--- config.mk ---
export PLATFORM = sky130hd
export DESIGN_NAME = lwc_prep
export DESIGN_NICKNAME = d
export VERILOG_FILES = /design/src/sv/lwc_pkg.sv /design/src/sv/lwc_prep.sv
export SDC_FILE = /design/constraint.sdc
export NUM_CORES = 2
export LEC_CHECK = 0
export CAP_MARGIN = 20
export CELL_PAD_IN_SITES_DETAIL_PLACEMENT = 0
export CELL_PAD_IN_SITES_GLOBAL_PLACEMENT = 1
export CORE_MARGIN = 2
export CORE_UTILIZATION = 50
export DETAILED_ROUTE_END_ITERATION = 10
export DONT_BUFFER_PORTS = 1
export PLACE_DENSITY = 0.77
export SETUP_SLACK_MARGIN = 0.3
export SLEW_MARGIN = 20
export SYNTH_ARGS = -nofsm -noshare
export SYNTH_HDL_FRONTEND = slang
export SYNTH_SLANG_ARGS = --single-unit
--- constraint.sdc ---
create_clock -name clk -period 7.5 [get_ports clk]
set_clock_uncertainty 0.15 [all_clocks]
set_input_delay 0.375 -clock clk [delete_from_list [all_inputs] [get_ports clk]]
set_output_delay 0.375 -clock clk [all_outputs]
set_load 0.02 [all_outputs]
--- src/sv/lwc_pkg.sv ---
// shared constants, codes and helpers for the line window clipper
package lwc_pkg;

  // default coordinate width
  localparam int COORD_BITS_DEF = 16;

  // widest signed value the helpers work on
  localparam int WIDE_BITS = 34;

  // window reset values
  localparam int WIN_LEFT_RST   = 0;
  localparam int WIN_TOP_RST    = 0;
  localparam int WIN_RIGHT_RST  = 639;
  localparam int WIN_BOTTOM_RST = 479;

  // outcode bit positions
  localparam int CODE_TOP    = 0;
  localparam int CODE_BOTTOM = 1;
  localparam int CODE_RIGHT  = 2;
  localparam int CODE_LEFT   = 3;

  // verdict codes
  typedef enum logic [1:0] {
    VERDICT_ACCEPT  = 2'd0,
    VERDICT_REJECT  = 2'd1,
    VERDICT_CLIPPED = 2'd2
  } verdict_t;

  // configuration register indexes
  typedef enum logic [1:0] {
    REG_LEFT   = 2'd0,
    REG_TOP    = 2'd1,
    REG_RIGHT  = 2'd2,
    REG_BOTTOM = 2'd3
  } reg_idx_t;

  typedef logic signed [WIDE_BITS-1:0] wide_t;

  // four-bit region code of a point against the window
  function automatic logic [3:0] outcode(input wide_t x, input wide_t y,
                                         input wide_t wl, input wide_t wt,
                                         input wide_t wr, input wide_t wb);
    logic [3:0] c;
    c = '0;
    c[CODE_TOP]    = (y < wt);
    c[CODE_BOTTOM] = (y > wb);
    c[CODE_RIGHT]  = (x > wr);
    c[CODE_LEFT]   = (x < wl);
    return c;
  endfunction

endpackage

--- src/sv/lwc_prep.sv ---
// outcodes, operand magnitudes and products ahead of the divider chain
module lwc_prep #(
  parameter int W = 16
) (
  input  logic                      clk,
  input  logic                      rst_n,
  input  logic                      en,
  input  logic                      vld_i,
  input  logic signed [W-1:0]       sx_i,
  input  logic signed [W-1:0]       sy_i,
  input  logic signed [W-1:0]       ex_i,
  input  logic signed [W-1:0]       ey_i,
  input  logic signed [W-1:0]       wl_i,
  input  logic signed [W-1:0]       wt_i,
  input  logic signed [W-1:0]       wr_i,
  input  logic signed [W-1:0]       wb_i,
  output logic                      vld_o,
  output logic [3:0][2*W-1:0]       prod_o,
  output logic [3:0][W-1:0]         div_o,
  output logic [3:0]                neg_o,
  output logic [3:0]                zero_o,
  output logic [3:0]                c1_o,
  output logic [3:0]                c2_o,
  output logic [4*W-1:0]            pts_o
);
  import lwc_pkg::*;

  logic [3:0]          c1, c2;
  logic [3:0][W-1:0]   ma, mb, mc;
  logic [3:0]          neg, zero;

  // stage a registers
  logic                vla_r;
  logic [3:0][W-1:0]   ma_r, mb_r, mc_r;
  logic [3:0]          neg_a_r, zero_a_r, c1_a_r, c2_a_r;
  logic [4*W-1:0]      pts_a_r;

  // stage b registers
  logic                vlb_r;
  logic [3:0][2*W-1:0] prod_r;
  logic [3:0][W-1:0]   mc_b_r;
  logic [3:0]          neg_b_r, zero_b_r, c1_b_r, c2_b_r;
  logic [4*W-1:0]      pts_b_r;

  assign c1 = outcode(WIDE_BITS'(sx_i), WIDE_BITS'(sy_i), WIDE_BITS'(wl_i),
                      WIDE_BITS'(wt_i), WIDE_BITS'(wr_i), WIDE_BITS'(wb_i));
  assign c2 = outcode(WIDE_BITS'(ex_i), WIDE_BITS'(ey_i), WIDE_BITS'(wl_i),
                      WIDE_BITS'(wt_i), WIDE_BITS'(wr_i), WIDE_BITS'(wb_i));

  // lane 0/1: start point y/x move, lane 2/3: end point y/x move
  always_comb begin
    logic signed [W:0] px, py, ox, oy, xe, ye, da, db, dc;
    logic [3:0]        cd;
    for (int k = 0; k < 4; k++) begin
      if (k < 2) begin
        px = (W+1)'(sx_i); py = (W+1)'(sy_i); ox = (W+1)'(ex_i); oy = (W+1)'(ey_i);
        cd = c1;
      end else begin
        px = (W+1)'(ex_i); py = (W+1)'(ey_i); ox = (W+1)'(sx_i); oy = (W+1)'(sy_i);
        cd = c2;
      end
      xe = cd[CODE_RIGHT]  ? (W+1)'(wr_i) : (W+1)'(wl_i);
      ye = cd[CODE_BOTTOM] ? (W+1)'(wb_i) : (W+1)'(wt_i);
      if ((k % 2) == 0) begin
        da = oy - py; db = xe - px; dc = ox - px;
      end else begin
        da = ox - px; db = ye - py; dc = oy - py;
      end
      ma[k]   = da[W] ? W'(-da) : da[W-1:0];
      mb[k]   = db[W] ? W'(-db) : db[W-1:0];
      mc[k]   = dc[W] ? W'(-dc) : dc[W-1:0];
      neg[k]  = da[W] ^ db[W] ^ dc[W];
      zero[k] = (dc == '0);
    end
  end

  // control
  always_ff @(posedge clk) begin
    if (!rst_n) begin
      vla_r <= 1'b0;
      vlb_r <= 1'b0;
    end else if (en) begin
      vla_r <= vld_i;
      vlb_r <= vla_r;
    end
  end

  // magnitudes, then products
  always_ff @(posedge clk) begin
    if (en) begin
      ma_r     <= ma;
      mb_r     <= mb;
      mc_r     <= mc;
      neg_a_r  <= neg;
      zero_a_r <= zero;
      c1_a_r   <= c1;
      c2_a_r   <= c2;
      pts_a_r  <= {sx_i, sy_i, ex_i, ey_i};
      for (int k = 0; k < 4; k++) begin
        prod_r[k] <= (2*W)'(ma_r[k]) * (2*W)'(mb_r[k]);
      end
      mc_b_r   <= mc_r;
      neg_b_r  <= neg_a_r;
      zero_b_r <= zero_a_r;
      c1_b_r   <= c1_a_r;
      c2_b_r   <= c2_a_r;
      pts_b_r  <= pts_a_r;
    end
  end

  assign vld_o  = vlb_r;
  assign prod_o = prod_r;
  assign div_o  = mc_b_r;
  assign neg_o  = neg_b_r;
  assign zero_o = zero_b_r;
  assign c1_o   = c1_b_r;
  assign c2_o   = c2_b_r;
  assign pts_o  = pts_b_r;

endmodule

==> flow_metrics.tcl <==
set metrics [dict create \
    port_buffers 0 \
    drc 0 \
    cts_inserted_buffers 57 \
    share_of_post_route_cells_with_drive_strength_above_1_pct 4.37 \
    clockRootBuffer "sky130_fd_sc_hd__clkbuf_16" \
    post-route-period-util_pct 93.1 \
    critPathTopFamily "adder cells" \
    failed_checks "max-slew violations" \
    floorplan.io_pins 405 \
    worst-endpoint-required_ns 7.82 \
    grt_antenna_before_repair 10 \
    routed_wire_length_per_instance_um 20.9 \
    worstSetupEndpointType "register" \
    rows 127 \
    max_freq_mhz 143 \
    synthCells 6098 \
    synth-edff-count 476 \
    first_pass_iters 5 \
    timing.final.hold_violations 0 \
    grt_remaining_overflow 0 \
    drtAntennaViolNets 0 \
    slew_viol_final 141 \
    floorplan.die.width_um 352 \
    critical_path_cell_sequence "buf_4 > and2_1 > fa_1 > inv_1 > fa_1 > inv_1 > fa_1 > fa_1 > fa_1 > inv_1 > fa_1 > inv_1 > ha_1 > o21ai_1 > a21boi_0 > o211ai_1 > nand2_1 > a2111oi_2 > a21oi_1 > o31ai_2 > or4b_2 > o311ai_0" \
    synth_ff_type "sky130_fd_sc_hd__edfxtp_1" \
    slew_headroom_pct -16.5 \
    clk-insertion-delay-late_ns 0.68 \
    via_per_inst 5.54 \
    detail_route.iter0.violations 2888 \
    areaGrowthSynthToFinish_pct 8.22 \
    finalSetupViolCount 0 \
    hpwl_mm 127 \
    cp_slowest_stage_delay_ns 0.60 \
    outcome "complete, but fails checks" \
    path_clk_slew_ns 0.06 \
    seqCellArea_um2 14300 \
    min_from "sy_i[1]" \
    cp_common_cell "sky130_fd_sc_hd__fa_1" \
    fraction_of_the_yosys_area_taken_by_sequential_cells_pct 23.7 \
    ff2ff_setup_slack_ns 0.52 \
    fin_ws_ns 0.519 \
    min_path_type "primary input to register" \
    grt_max_degree 479 \
    place_worst_setup_slack_ns 0.215 \
    fillers 10800 \
    worst_r2r_endpoint "prod_o[60]" \
    placeableCoreArea_um2 120000 \
    synth-async-reset-ratio_pct 0 \
    effective_utilization_at_floorplan_pct 50.5 \
    maxCapViolations 0 \
    grt_setup_unrepaired "true" \
    crit_path_top_delay_cell "sky130_fd_sc_hd__or4b_2" \
    mappedNetlistNets 7690 \
    grt_first_pass_wirelength_mm 258 \
    fin_crit_ns 6.98 \
    first_global_vias 45000 \
    layout.cells.most_common "sky130_fd_sc_hd__inv_1" \
    track_usage_pct 26.6 \
    total_area_of_multi_input_combinational_cells_um2 41500 \
    netlist-cell-type-count 90 \
    cp_data_arrival_time_ns 7.30 \
    mappedNetlistArea_um2 60600 \
    synth.yosys.warnings 0 \
    full_die_area_um2 124000 \
    count_of_cells_along_the_worst_hold_path 2 \
    synth-seq-cells 478 \
    layout.cells.most_common_list "1078 x sky130_fd_sc_hd__inv_1, 784 x sky130_fd_sc_hd__fa_1, 676 x sky130_fd_sc_hd__ha_1, 668 x sky130_fd_sc_hd__nand2_1, 483 x sky130_fd_sc_hd__and2_1" \
    cp_num_buf_inv 5 \
    hold_end "mb_r[17]" \
    cts_max_level 2 \
    clock-sinks 478 \
    setup_total_negative_slack_ns 0 \
    cp_max_fo 9 \
    routed_wirelength_mm 164 \
    reg2regPathDepth 22 \
    max_slew.worst_pin.slew_ns 1.75 \
    setup.worst_path.start_class "register" \
    floorplan.die.height_um 352 \
    place.gp.congestion 0.913 \
    timing.rr.start "ma_r[21]" \
    syn_area_per_cell_um2 9.93 \
    criticalPathCategory "register to register" \
    num-nets-final 7772 \
    count_of_vias_placed_by_the_detailed_router 43400 \
    cts_tree "built" \
    clock_path_buffers 3 \
]
layer usage:
metal	part of all wire [%]	track usage [%]
met4	2.9	7.30
met5	0.017	0
met2	47	43.5
met3	6.9	5.02
met1	43	36.2
logic make-up after synthesis:
logic type               synth area share, %
AO/OA/AOI/OAI                           8.90
XOR/XNOR                                4.45
adder cells (fa/ha/maj)                 39.9
buffers and inverters                   7.88
flip-flops                              23.7
multiplexers                            1.30
AND/OR/NAND/NOR                         13.9
synthesized netlist by cell type, types with 7 or more instances:
master                      instances  area [um2]
sky130_fd_sc_hd__o41ai_1            9        78.8
sky130_fd_sc_hd__clkbuf_1         167         627
sky130_fd_sc_hd__xor2_1           105         920
sky130_fd_sc_hd__or4_1              8        60.1
sky130_fd_sc_hd__and2_1           483        3020
sky130_fd_sc_hd__o21ai_0          152         761
sky130_fd_sc_hd__nand3_1           34         170
sky130_fd_sc_hd__a21boi_0           7        52.6
sky130_fd_sc_hd__mux2i_1           74         741
sky130_fd_sc_hd__a2111oi_0         10        87.6
sky130_fd_sc_hd__nor2b_1           51         319
sky130_fd_sc_hd__a21o_1           103         773
sky130_fd_sc_hd__and3_1            16         100
sky130_fd_sc_hd__fa_1             784       15700
sky130_fd_sc_hd__a211oi_1          43         323
sky130_fd_sc_hd__o21a_1            66         495
sky130_fd_sc_hd__inv_1           1078        4050
sky130_fd_sc_hd__nor2_1           192         721
sky130_fd_sc_hd__o211ai_1          20         150
sky130_fd_sc_hd__a221o_1            8        80.1
sky130_fd_sc_hd__a31oi_1           34         213
sky130_fd_sc_hd__nand2_1          668        2510
sky130_fd_sc_hd__o21bai_1          33         248
sky130_fd_sc_hd__xnor2_1          200        1750
sky130_fd_sc_hd__a41oi_1            7        61.3
sky130_fd_sc_hd__o31ai_1           17         128
sky130_fd_sc_hd__nand2b_1          50         313
sky130_fd_sc_hd__a21oi_1          222        1110
sky130_fd_sc_hd__buf_2              7        35.0
sky130_fd_sc_hd__or3_1             24         150
sky130_fd_sc_hd__nand4_1           33         206
sky130_fd_sc_hd__o31a_1            14         123
sky130_fd_sc_hd__ha_1             676        8460
sky130_fd_sc_hd__and4_1            11        96.3
sky130_fd_sc_hd__a221oi_1          10        87.6
sky130_fd_sc_hd__nand3b_1           7        52.6
sky130_fd_sc_hd__or2_2              7        43.8
sky130_fd_sc_hd__edfxtp_1         476       14300
sky130_fd_sc_hd__nor4_1            11        68.8
sky130_fd_sc_hd__nor3_1            70         350
per-stage QoR:
stage / area, um2 / hold WS (ns) / cells / util [%]
3_5_place_dp: 62500 / 0.255 / 7610 / 52.1
6_report: 65500 / 0.0496 / 7843 / 54.6
5_1_grt: 65500 / 0.0308 / 7841 / 54.6
4_1_cts: 65000 / -0.342 / 7781 / 54.2
2_1_floorplan: 60600 / 0.250 / 6098 / -
3_3_place_gp: 62500 / 0.250 / 7610 / 52.1
final cells by class:
cell class                 count  area share [%]
inverter                    1078            6.17
antenna                        7          0.0267
tap                         1612            3.08
clock inverter                40           0.451
multi-input combinational   4358            63.3
clock buffer                  63            2.28
timing repair buffer         207            2.79
sequential                   478            21.9
flip-flops by register name, summed over array words and instances, names as in the netlist, 62 cells and up:
signal   count
div_o       62
ma_r        62
mb_r        64
prod_o     128
pts_a_r     64
pts_o       64
worst max-delay path by stage:
| stage | cells after the start | from | slack (ns) | end |
|---|---|---|---|---|
| after floorplan | 21 | ma_r[26] | 0.85 | prod_o[60] |
| after global placement | 21 | ma_r[23] | 0.38 | prod_o[60] |
| after detailed placement | 23 | ma_r[23] | 0.22 | prod_o[60] |
| after CTS | 22 | mb_r[20] | 0.32 | prod_o[60] |
| after global routing | 22 | ma_r[21] | 0.26 | prod_o[60] |
| final | 22 | ma_r[21] | 0.52 | prod_o[60] |
what timing repair did:
item	4_1_cts	5_1_grt
resized for setup	2	6
hold endpoints to repair	506	232
hold buffers	67	1
buffers inserted	1	54
setup endpoints to repair	2	7
Power is left out: the tool's default activity adds up to more than one toggle a clock period on the data nets, which glitch-free logic cannot reach.
