**config.mk**
```make
export PLATFORM = sky130hd
export DESIGN_NAME = lwc_cell
export DESIGN_NICKNAME = d
export VERILOG_FILES = /design/src/sv/lwc_cell.sv
export SDC_FILE = /design/constraint.sdc
export NUM_CORES = 1
export LEC_CHECK = 0
export BUFFER_PORTS_ARGS = -buffer_cell sky130_fd_sc_hd__buf_2
export CAP_MARGIN = 20
export CORE_AREA = 4 4 213 215
export DETAILED_ROUTE_END_ITERATION = 8
export DIE_AREA = 0 0 217 219
export SLEW_MARGIN = 20
export SYNTH_ARGS = -nofsm -noshare
export SYNTH_HDL_FRONTEND = slang
export SYNTH_SLANG_ARGS = --single-unit
```
**constraint.sdc**
```tcl
create_clock -name clk -period 3.6 [get_ports clk]
set_clock_uncertainty 0.05 [all_clocks]
set_input_delay 0.54 -clock clk [delete_from_list [all_inputs] [get_ports clk]]
set_output_delay 0.54 -clock clk [all_outputs]
set_load 0.01 [all_outputs]
```
**src/sv/lwc_cell.sv**
```systemverilog
// one restoring divide step for all four intersection lanes
module lwc_cell #(
  parameter int W       = 16,
  parameter int SB_BITS = 80
) (
  input  logic                clk,
  input  logic                rst_n,
  input  logic                en,
  input  logic                vld_i,
  input  logic [3:0][W-1:0]   rem_i,
  input  logic [3:0][W-1:0]   low_i,
  input  logic [3:0][W-1:0]   div_i,
  input  logic [SB_BITS-1:0]  sb_i,
  output logic                vld_o,
  output logic [3:0][W-1:0]   rem_o,
  output logic [3:0][W-1:0]   low_o,
  output logic [3:0][W-1:0]   div_o,
  output logic [SB_BITS-1:0]  sb_o
);

  logic                vld_r;
  logic [3:0][W-1:0]   rem_r, rem_nxt;
  logic [3:0][W-1:0]   low_r, low_nxt;
  logic [3:0][W-1:0]   div_r;
  logic [SB_BITS-1:0]  sb_r;

  // shift in one dividend bit, subtract when it fits
  always_comb begin
    logic [W:0] t;
    logic [W:0] d;
    logic       ge;
    for (int k = 0; k < 4; k++) begin
      t  = {rem_i[k], low_i[k][W-1]};
      d  = {1'b0, div_i[k]};
      ge = (t >= d);
      rem_nxt[k] = ge ? W'(t - d) : t[W-1:0];
      low_nxt[k] = {low_i[k][W-2:0], ge};
    end
  end

  // control
  always_ff @(posedge clk) begin
    if (!rst_n) begin
      vld_r <= 1'b0;
    end else if (en) begin
      vld_r <= vld_i;
    end
  end

  // payload
  always_ff @(posedge clk) begin
    if (en) begin
      rem_r <= rem_nxt;
      low_r <= low_nxt;
      div_r <= div_i;
      sb_r  <= sb_i;
    end
  end

  assign vld_o = vld_r;
  assign rem_o = rem_r;
  assign low_o = low_r;
  assign div_o = div_r;
  assign sb_o  = sb_r;

endmodule

```
==> summary.txt, run 1 <==
GRT Overall Usage - 14.81%
Max Fclk - 363.2 MHz
fin crit share - 76.49%
I/O pin cnt - 549
min Tclk post-route - 2.754 ns
layout cell share with drive strength beyond 1 - 44.30%
Register Area - 0.008188 mm²
H-tree depth - 2
clock power share - 38.3%
Highest Signal Layer - met5
Static Leak - 7.405 nW
sequential cell area fraction in the yosys report - 67.30%
metal3 WL - 3177 µm
Mean Syn Cell Area - 14.25 µm²
DR DRC count - 0
CP Data Arrival Time - 2.98 ns
effective utilization at floorplan - 27.82%
sequential share of power - 44.4%
EDFF count, synth - 272
largest net degree at the start of global routing - 79
PwrDens - 529.2 mW/mm²
Comb power frac - 17.3%
syn nets - 1198
clk slew on worst S/H paths - 0.06 ns
max_slew headroom - 52.49%
DP HPWL - 30470 µm
clk_lat worst skew - 0.53 ns
area of the multi-input gates - 0.003652 mm²
area leader, netlist - edfxtp_1
vias per std cell - 4.462
Hold Slack - 0.1253 ns
die extent in x - 217 µm
Final Slew Violations - 0
dpl cell area - 0.01572 mm²
nets - 1783
die area - 0.04752 mm²
Post CTS Setup Buffer Count - 0
CTS Sinks - 273
GRT overflow - 0
routed via count - 9196
crit path max fanout - 19
Crit Path Class - in2reg
Synth Cell Area - 0.01217 mm²
WL final - 38380 µm
Syn. warnings - 0
Seq cells post-synth - 273
routability cong. - 0.8344
post-CTS sizing - 0
worst slew pin tran - 0.7127 ns
vias in the first global route - 9139
Fin Setup TNS - 0 ns
Syn Inst Count - 854
run status - finished clean
Fill cells - 4294
total CTS buffers - 34
buffer depth of the longest clock path - 3
met1 wire length - 15460 µm
site row count - 77
Hold Crit Class - in2reg
router iterations before antenna repair - 5
Max-Cap Viols - 0
die height - 219 µm
worst vdd ir - 0.3106 mV
Post-synth top flop - edfxtp_1
crit path capture type - register
top-area cell type share of the netlist area - 67.13%
Crit path required time - 3.82 ns
Core ar. - 0.04374 mm²
Post-synth ARST share - 0%
final setup vio count - 0
cts-stage hold buffer count - 0
port bufs - 548
first-pass GRT wire length - 54270 µm
Util after Layout - 38.54%
top cells by area, synth - edfxtp_1 67%, ha_1 6.6%, mux2_2 2.5%, inv_1 2.4%, o21ai_0 2.3%
endpoints failing hold - 0
post-synth cell types - 59
wire per inst - 18.62 µm
switching share of power - 26.44%
CTS root buf - clkbuf_16
area grow syn2layout - 38.56%
post-route cell area - 0.01686 mm²
Startpoint Class - primary input
ANT nets after route - 0
unrepaired setup endpoints after global routing - false
Sw Pwr - 0.002359 W
initial DRC count - 607
CTS tree - yes
internal power - 0.006563 W
DR WL met2 - 18230 µm
initial antenna violation count - 8
through the flow:
stage          total power (W)  setup WS [ns]  instances
5_1_grt               0.009351         0.6809       2060
4_1_cts               0.009065         0.9252       2057
6_report              0.008922         0.8464       2061
3_3_place_gp          0.005554         0.4117       1995
2_1_floorplan         0.004816         0.6711        854
3_5_place_dp          0.005575         0.3382       1995
power groups by stage:
stage                     logic (W)  clock network, W  registers (W)
after floorplan            0.000621                 0        0.00420
after global placement      0.00153                 0        0.00402
after detailed placement    0.00155                 0        0.00403
after CTS                   0.00156           0.00354        0.00396
after global routing        0.00168           0.00369        0.00399
final                       0.00154           0.00342        0.00396
cells in the mapped netlist (4+ instances only):
library cell / count
o21ai_0: 55
a31oi_1: 7
a211oi_1: 6
ha_1: 64
or2_2: 5
o31a_1: 5
nor4_1: 6
mux2i_1: 6
nand2b_1: 5
fa_1: 4
nand3_1: 11
inv_1: 77
nand4_1: 5
mux2_2: 27
o31ai_1: 5
xor2_1: 20
and3_1: 4
edfxtp_1: 272
o21a_1: 11
nor2b_1: 16
a21oi_1: 46
nor2_1: 37
clkbuf_1: 5
nor3_1: 11
xnor2_1: 27
a21o_1: 16
nand2_1: 54
o211ai_1: 4
state kept, by name, summed over array words and instances (netlist names):
| signal | count |
|---|---|
| div_o | 64 |
| low_o | 64 |
| rem_o | 64 |
| sb_o | 80 |
| vld_o | 1 |
final cells by class:
type	instances	share of cell area, %
multi-input cells	497	21.66
well taps	592	4.394
clock inverters	22	1.388
repair buffers	556	16.91
inverters	77	1.714
diodes	4	0.05937
clock buffers	40	5.307
flip-flops and latches	273	48.57
critical path, cell delays in order:
cell and delay, ns:
buf_2 0.09, inv_1 0.04, ha_1 0.37, nand2_1 0.18, nor3_1 0.38, nand4_1 0.29, a31oi_4 0.67, mux2_2 0.41
cell usage in the layout (no fill, tap or decap), types with 20 or more instances in the layout:
| cell type | n |
|---|---|
| mux2_2 | 27 |
| o21ai_0 | 55 |
| edfxtp_1 | 272 |
| ha_1 | 64 |
| inv_1 | 77 |
| a21oi_1 | 46 |
| clkbuf_16 | 35 |
| buf_2 | 547 |
| xnor2_1 | 27 |
| nand2_1 | 54 |
| xor2_1 | 20 |
| nor2_1 | 37 |
routing by layer:
layer / up-vias / GRT usage (%)
met3: 79 / 4.902
li1: 4402 / -
met4: 6 / 6.848
met5: - / 0
met2: 352 / 23.65
met1: 4357 / 18.25
cells by family (layout without fill, tap and decap cells):
| logic type | count (synthesis) | after routing | share of synthesized area, % |
|---|---|---|---|
| AOI/OAI and AO/OA | 182 | 182 | 9.718 |
| xor gates and xnor gates | 47 | 47 | 3.383 |
| adders and majority gates | 68 | 68 | 7.240 |
| buffers and inverters | 84 | 695 | 2.684 |
| DFF | 273 | 273 | 67.30 |
| muxes | 34 | 34 | 3.116 |
| other | 0 | 4 | 0 |
| and+or+nand+nor | 166 | 166 | 6.561 |
worst paths after layout:
kind	from	end	slack [ns]	cells past startpoint
worst min register to register	vld_o	vld_o	0.54	2
worst max-delay path	div_i[57]	rem_o[60]	0.85	8
worst max register to register	vld_o	vld_o	2.88	2
worst min-delay path	low_i[53]	low_o[54]	0.13	1
Note: power is estimated with default switching activity, not from simulation.
==> run 2, diff against run 1 <==
--- a/config.mk
+++ b/config.mk
@@ -5,11 +5,12 @@
 export SDC_FILE = /design/constraint.sdc
 export NUM_CORES = 1
 export LEC_CHECK = 0
+export ABC_AREA = 1
 export BUFFER_PORTS_ARGS = -buffer_cell sky130_fd_sc_hd__buf_2
 export CAP_MARGIN = 20
-export CORE_AREA = 4 4 213 215
+export CORE_AREA = 4 4 212 214
 export DETAILED_ROUTE_END_ITERATION = 8
-export DIE_AREA = 0 0 217 219
+export DIE_AREA = 0 0 216 218
 export SLEW_MARGIN = 20
 export SYNTH_ARGS = -nofsm -noshare
 export SYNTH_HDL_FRONTEND = slang
==> constraint.sdc (replaced) <==
create_clock -name clk -period 2.8 [get_ports clk]
set_clock_uncertainty 0.05 [all_clocks]
set_input_delay 0.42 -clock clk [delete_from_list [all_inputs] [get_ports clk]]
set_output_delay 0.42 -clock clk [all_outputs]
set_load 0.01 [all_outputs]
==> summary.txt, run 2 <==
run status - finished clean
final setup vio count - 0 (unchanged)
CTS Sinks - 273 (unchanged)
sequential cell area fraction in the yosys report - 59.49% (-7.8 points)
top cells by area, synth - edfxtp_1 59%, nand2_1 13%, inv_1 6.9%, ha_1 5.8%, nand3_1 3.4%
post-CTS sizing - 0 (unchanged)
Fin Setup TNS - 0 ns (unchanged)
clk_lat worst skew - 0.56 ns (+0.03 ns)
buffer depth of the longest clock path - 3 (unchanged)
H-tree depth - 1 (-1)
initial antenna violation count - 1 (-7)
initial DRC count - 599 (-1.3%)
site row count - 76 (-1.3%)
CP Data Arrival Time - 2.67 ns (-0.31 ns)
die height - 218 µm (-0.46%)
EDFF count, synth - 272 (unchanged)
I/O pin cnt - 549 (unchanged)
router iterations before antenna repair - 5 (unchanged)
most frequent cells in the layout - 547 x buf_2, 473 x nand2_1, 272 x edfxtp_1, 252 x inv_1, 198 x dlygate4sd3_1
number of flip-flops in the largest register - 80 (unchanged)
Synth Cell Area - 0.01376 mm² (+13%)
Syn. warnings - 0 (unchanged)
worst slew pin tran - 0.5683 ns (-0.1443 ns)
Crit Path Class - in2reg
Seq cells post-synth - 273 (unchanged)
DR DRC count - 0 (unchanged)
GRT overflow - 0 (unchanged)
first-pass GRT wire length - 72720 µm (+34%)
worst slack at placement - 0.3832 ns (+0.04501 ns)
worst vdd ir - 0.4696 mV (+51%)
wire per inst - 17.34 µm (-6.9%)
routed via count - 12260 (+33%)
crit path max fanout - 14 (-5)
Worst Setup Slack, final - 0.4081 ns (-0.4383 ns)
vias in the first global route - 12650 (+38%)
Max Fclk - 418.1 MHz
Fill cells - 3930 (-8.5%)
die extent in x - 216 µm (-0.46%)
Post CTS Setup Buffer Count - 0 (unchanged)
Core ar. - 0.04289 mm² (-2.0%)
Syn Inst Count - 1388 (+63%)
Final Slew Violations - 0 (unchanged)
max_slew headroom - 62.11% (+9.6 points)
area leader, netlist - edfxtp_1
PnR Total Power - 0.01150 W (+29%)
WL final - 48110 µm (+25%)
ANT nets after route - 0 (unchanged)
DP HPWL - 36140 µm (+19%)
Util after Layout - 47.18% (+8.6 points)
die area - 0.04709 mm² (-0.92%)
unrepaired setup endpoints after global routing - false
CTS root buf - clkbuf_16
post-synth cell types - 36 (-39%)
total CTS buffers - 31 (-8.8%)
Max-Cap Viols - 0 (unchanged)
fin crit share - 85.42%
Post-synth ARST share - 0% (unchanged)
CTS tree - yes
Hold Slack - 0.03953 ns (-0.08576 ns)
Hold Crit Class - in2reg
PwrDens - 568.4 mW/mm² (+7.4%)
crit path capture type - register
Mean Syn Cell Area - 9.917 µm² (-30%)
min Tclk post-route - 2.392 ns
Register Area - 0.008188 mm² (unchanged)
Static Leak - 10.09 nW (+36%)
vias per std cell - 4.420 (-0.95%)
area of the multi-input gates - 0.004469 mm² (+22%)
nets - 2508 (+41%)
top cells by count, synth - 473 x nand2_1, 272 x edfxtp_1, 252 x inv_1
port bufs - 548 (unchanged)
syn nets - 1732 (+45%)
effective utilization at floorplan - 32.10% (+4.3 points)
layout cell share with drive strength beyond 1 - 30.45% (-14 points)
top-area cell type share of the netlist area - 59.34% (-7.8 points)
endpoints failing hold - 0 (unchanged)
GRT Overall Usage - 19.53% (+4.7 points)
Startpoint Class - primary input
area grow syn2layout - 46.99%
Post-synth top flop - edfxtp_1
count leader, synth - nand2_1
Crit path required time - 3.07 ns (-0.75 ns)
largest net degree at the start of global routing - 66 (-16%)
routability cong. - 0.9223 (+11%)
clk slew on worst S/H paths - 0.06 ns (about the same)
commonest non-fill, non-tap cell in the layout - buf_2
-- run 2: cell types whose count changed after synthesis, moves of 27 or more --
cell,previous run,this run
inv_1,77,252
nand2_1,54,473
nand2_2,0,28
o21ai_0,55,3
mux2_2,27,0
nand3_1,11,94
-- run 2: report_power, final --
group	switching, W	total (W)	internal, W
Clock	0.00170	0.00401	0.00231
Combinational	0.00142	0.00241	0.000994
Sequential	0.000114	0.00507	0.00496
-- run 2: kinds of logic (layout without fill, tap and decap cells) --
logic type	count (synthesis)	in the layout	share of synthesized area (%)
AO/OA/AOI/OAI	46	46	1.800
flip-flops	273	273	59.49
other	0	2	0
adder cells (fa/ha/maj)	68	68	6.399
buffers and inverters	272	1071	8.045
XOR/XNOR	24	24	1.527
AND/OR/NAND/NOR	705	705	22.74
-- run 2: worst paths after layout --
kind | from | endpoint | slack (ns) | cells after the start
setup / recovery | div_i[40] | rem_o[36] | 0.41 | 13
hold / removal | div_i[24] | div_o[24] | 0.04 | 1
setup reg to reg | vld_o | vld_o | 2.07 | 2
hold reg to reg | vld_o | vld_o | 0.52 | 2
-- run 2: worst max-delay path: stages --
cell	delay [ns]
dlygate4sd3_1	0.53
buf_2	0.13
inv_1	0.05
ha_1	0.37
nand2_1	0.14
nor2_1	0.15
nand3_1	0.13
nand3_2	0.11
nand2_1	0.07
nand2_2	0.21
inv_2	0.18
nand2_1	0.09
nand2_1	0.07
-- run 2: final cells by class --
| cell class | instances | share of cell area (%) |
|---|---|---|
| antenna | 2 | 0.02474 |
| clock buffer | 37 | 3.946 |
| timing repair buffer | 756 | 24.08 |
| clock inverter | 19 | 0.9647 |
| multi-input combinational | 843 | 22.09 |
| sequential | 273 | 40.47 |
| inverter | 259 | 4.805 |
| tap | 585 | 3.618 |
-- run 2: what timing repair did --
action                                 in CTS  in global routing
endpoints found under the hold margin     198                  0
setup endpoints to repair                   0                  0
hold buffers                              198                  0
-- run 2: per-layer routing --
layer,vias to the layer above,share of wire (%),GRT usage [%]
met1,5714,40,23.29
met2,430,51,35.79
met3,63,6.5,4.278
met4,0,2.2,5.014
li1,6053,-,-
met5,-,0,0
-- run 2: stage by stage --
step	instance area [µm²]	instances
floorplan	13760	1388
global placement	17250	2518
detailed placement	17250	2518
CTS	20230	2772
global route	20230	2773
finish	20230	2774
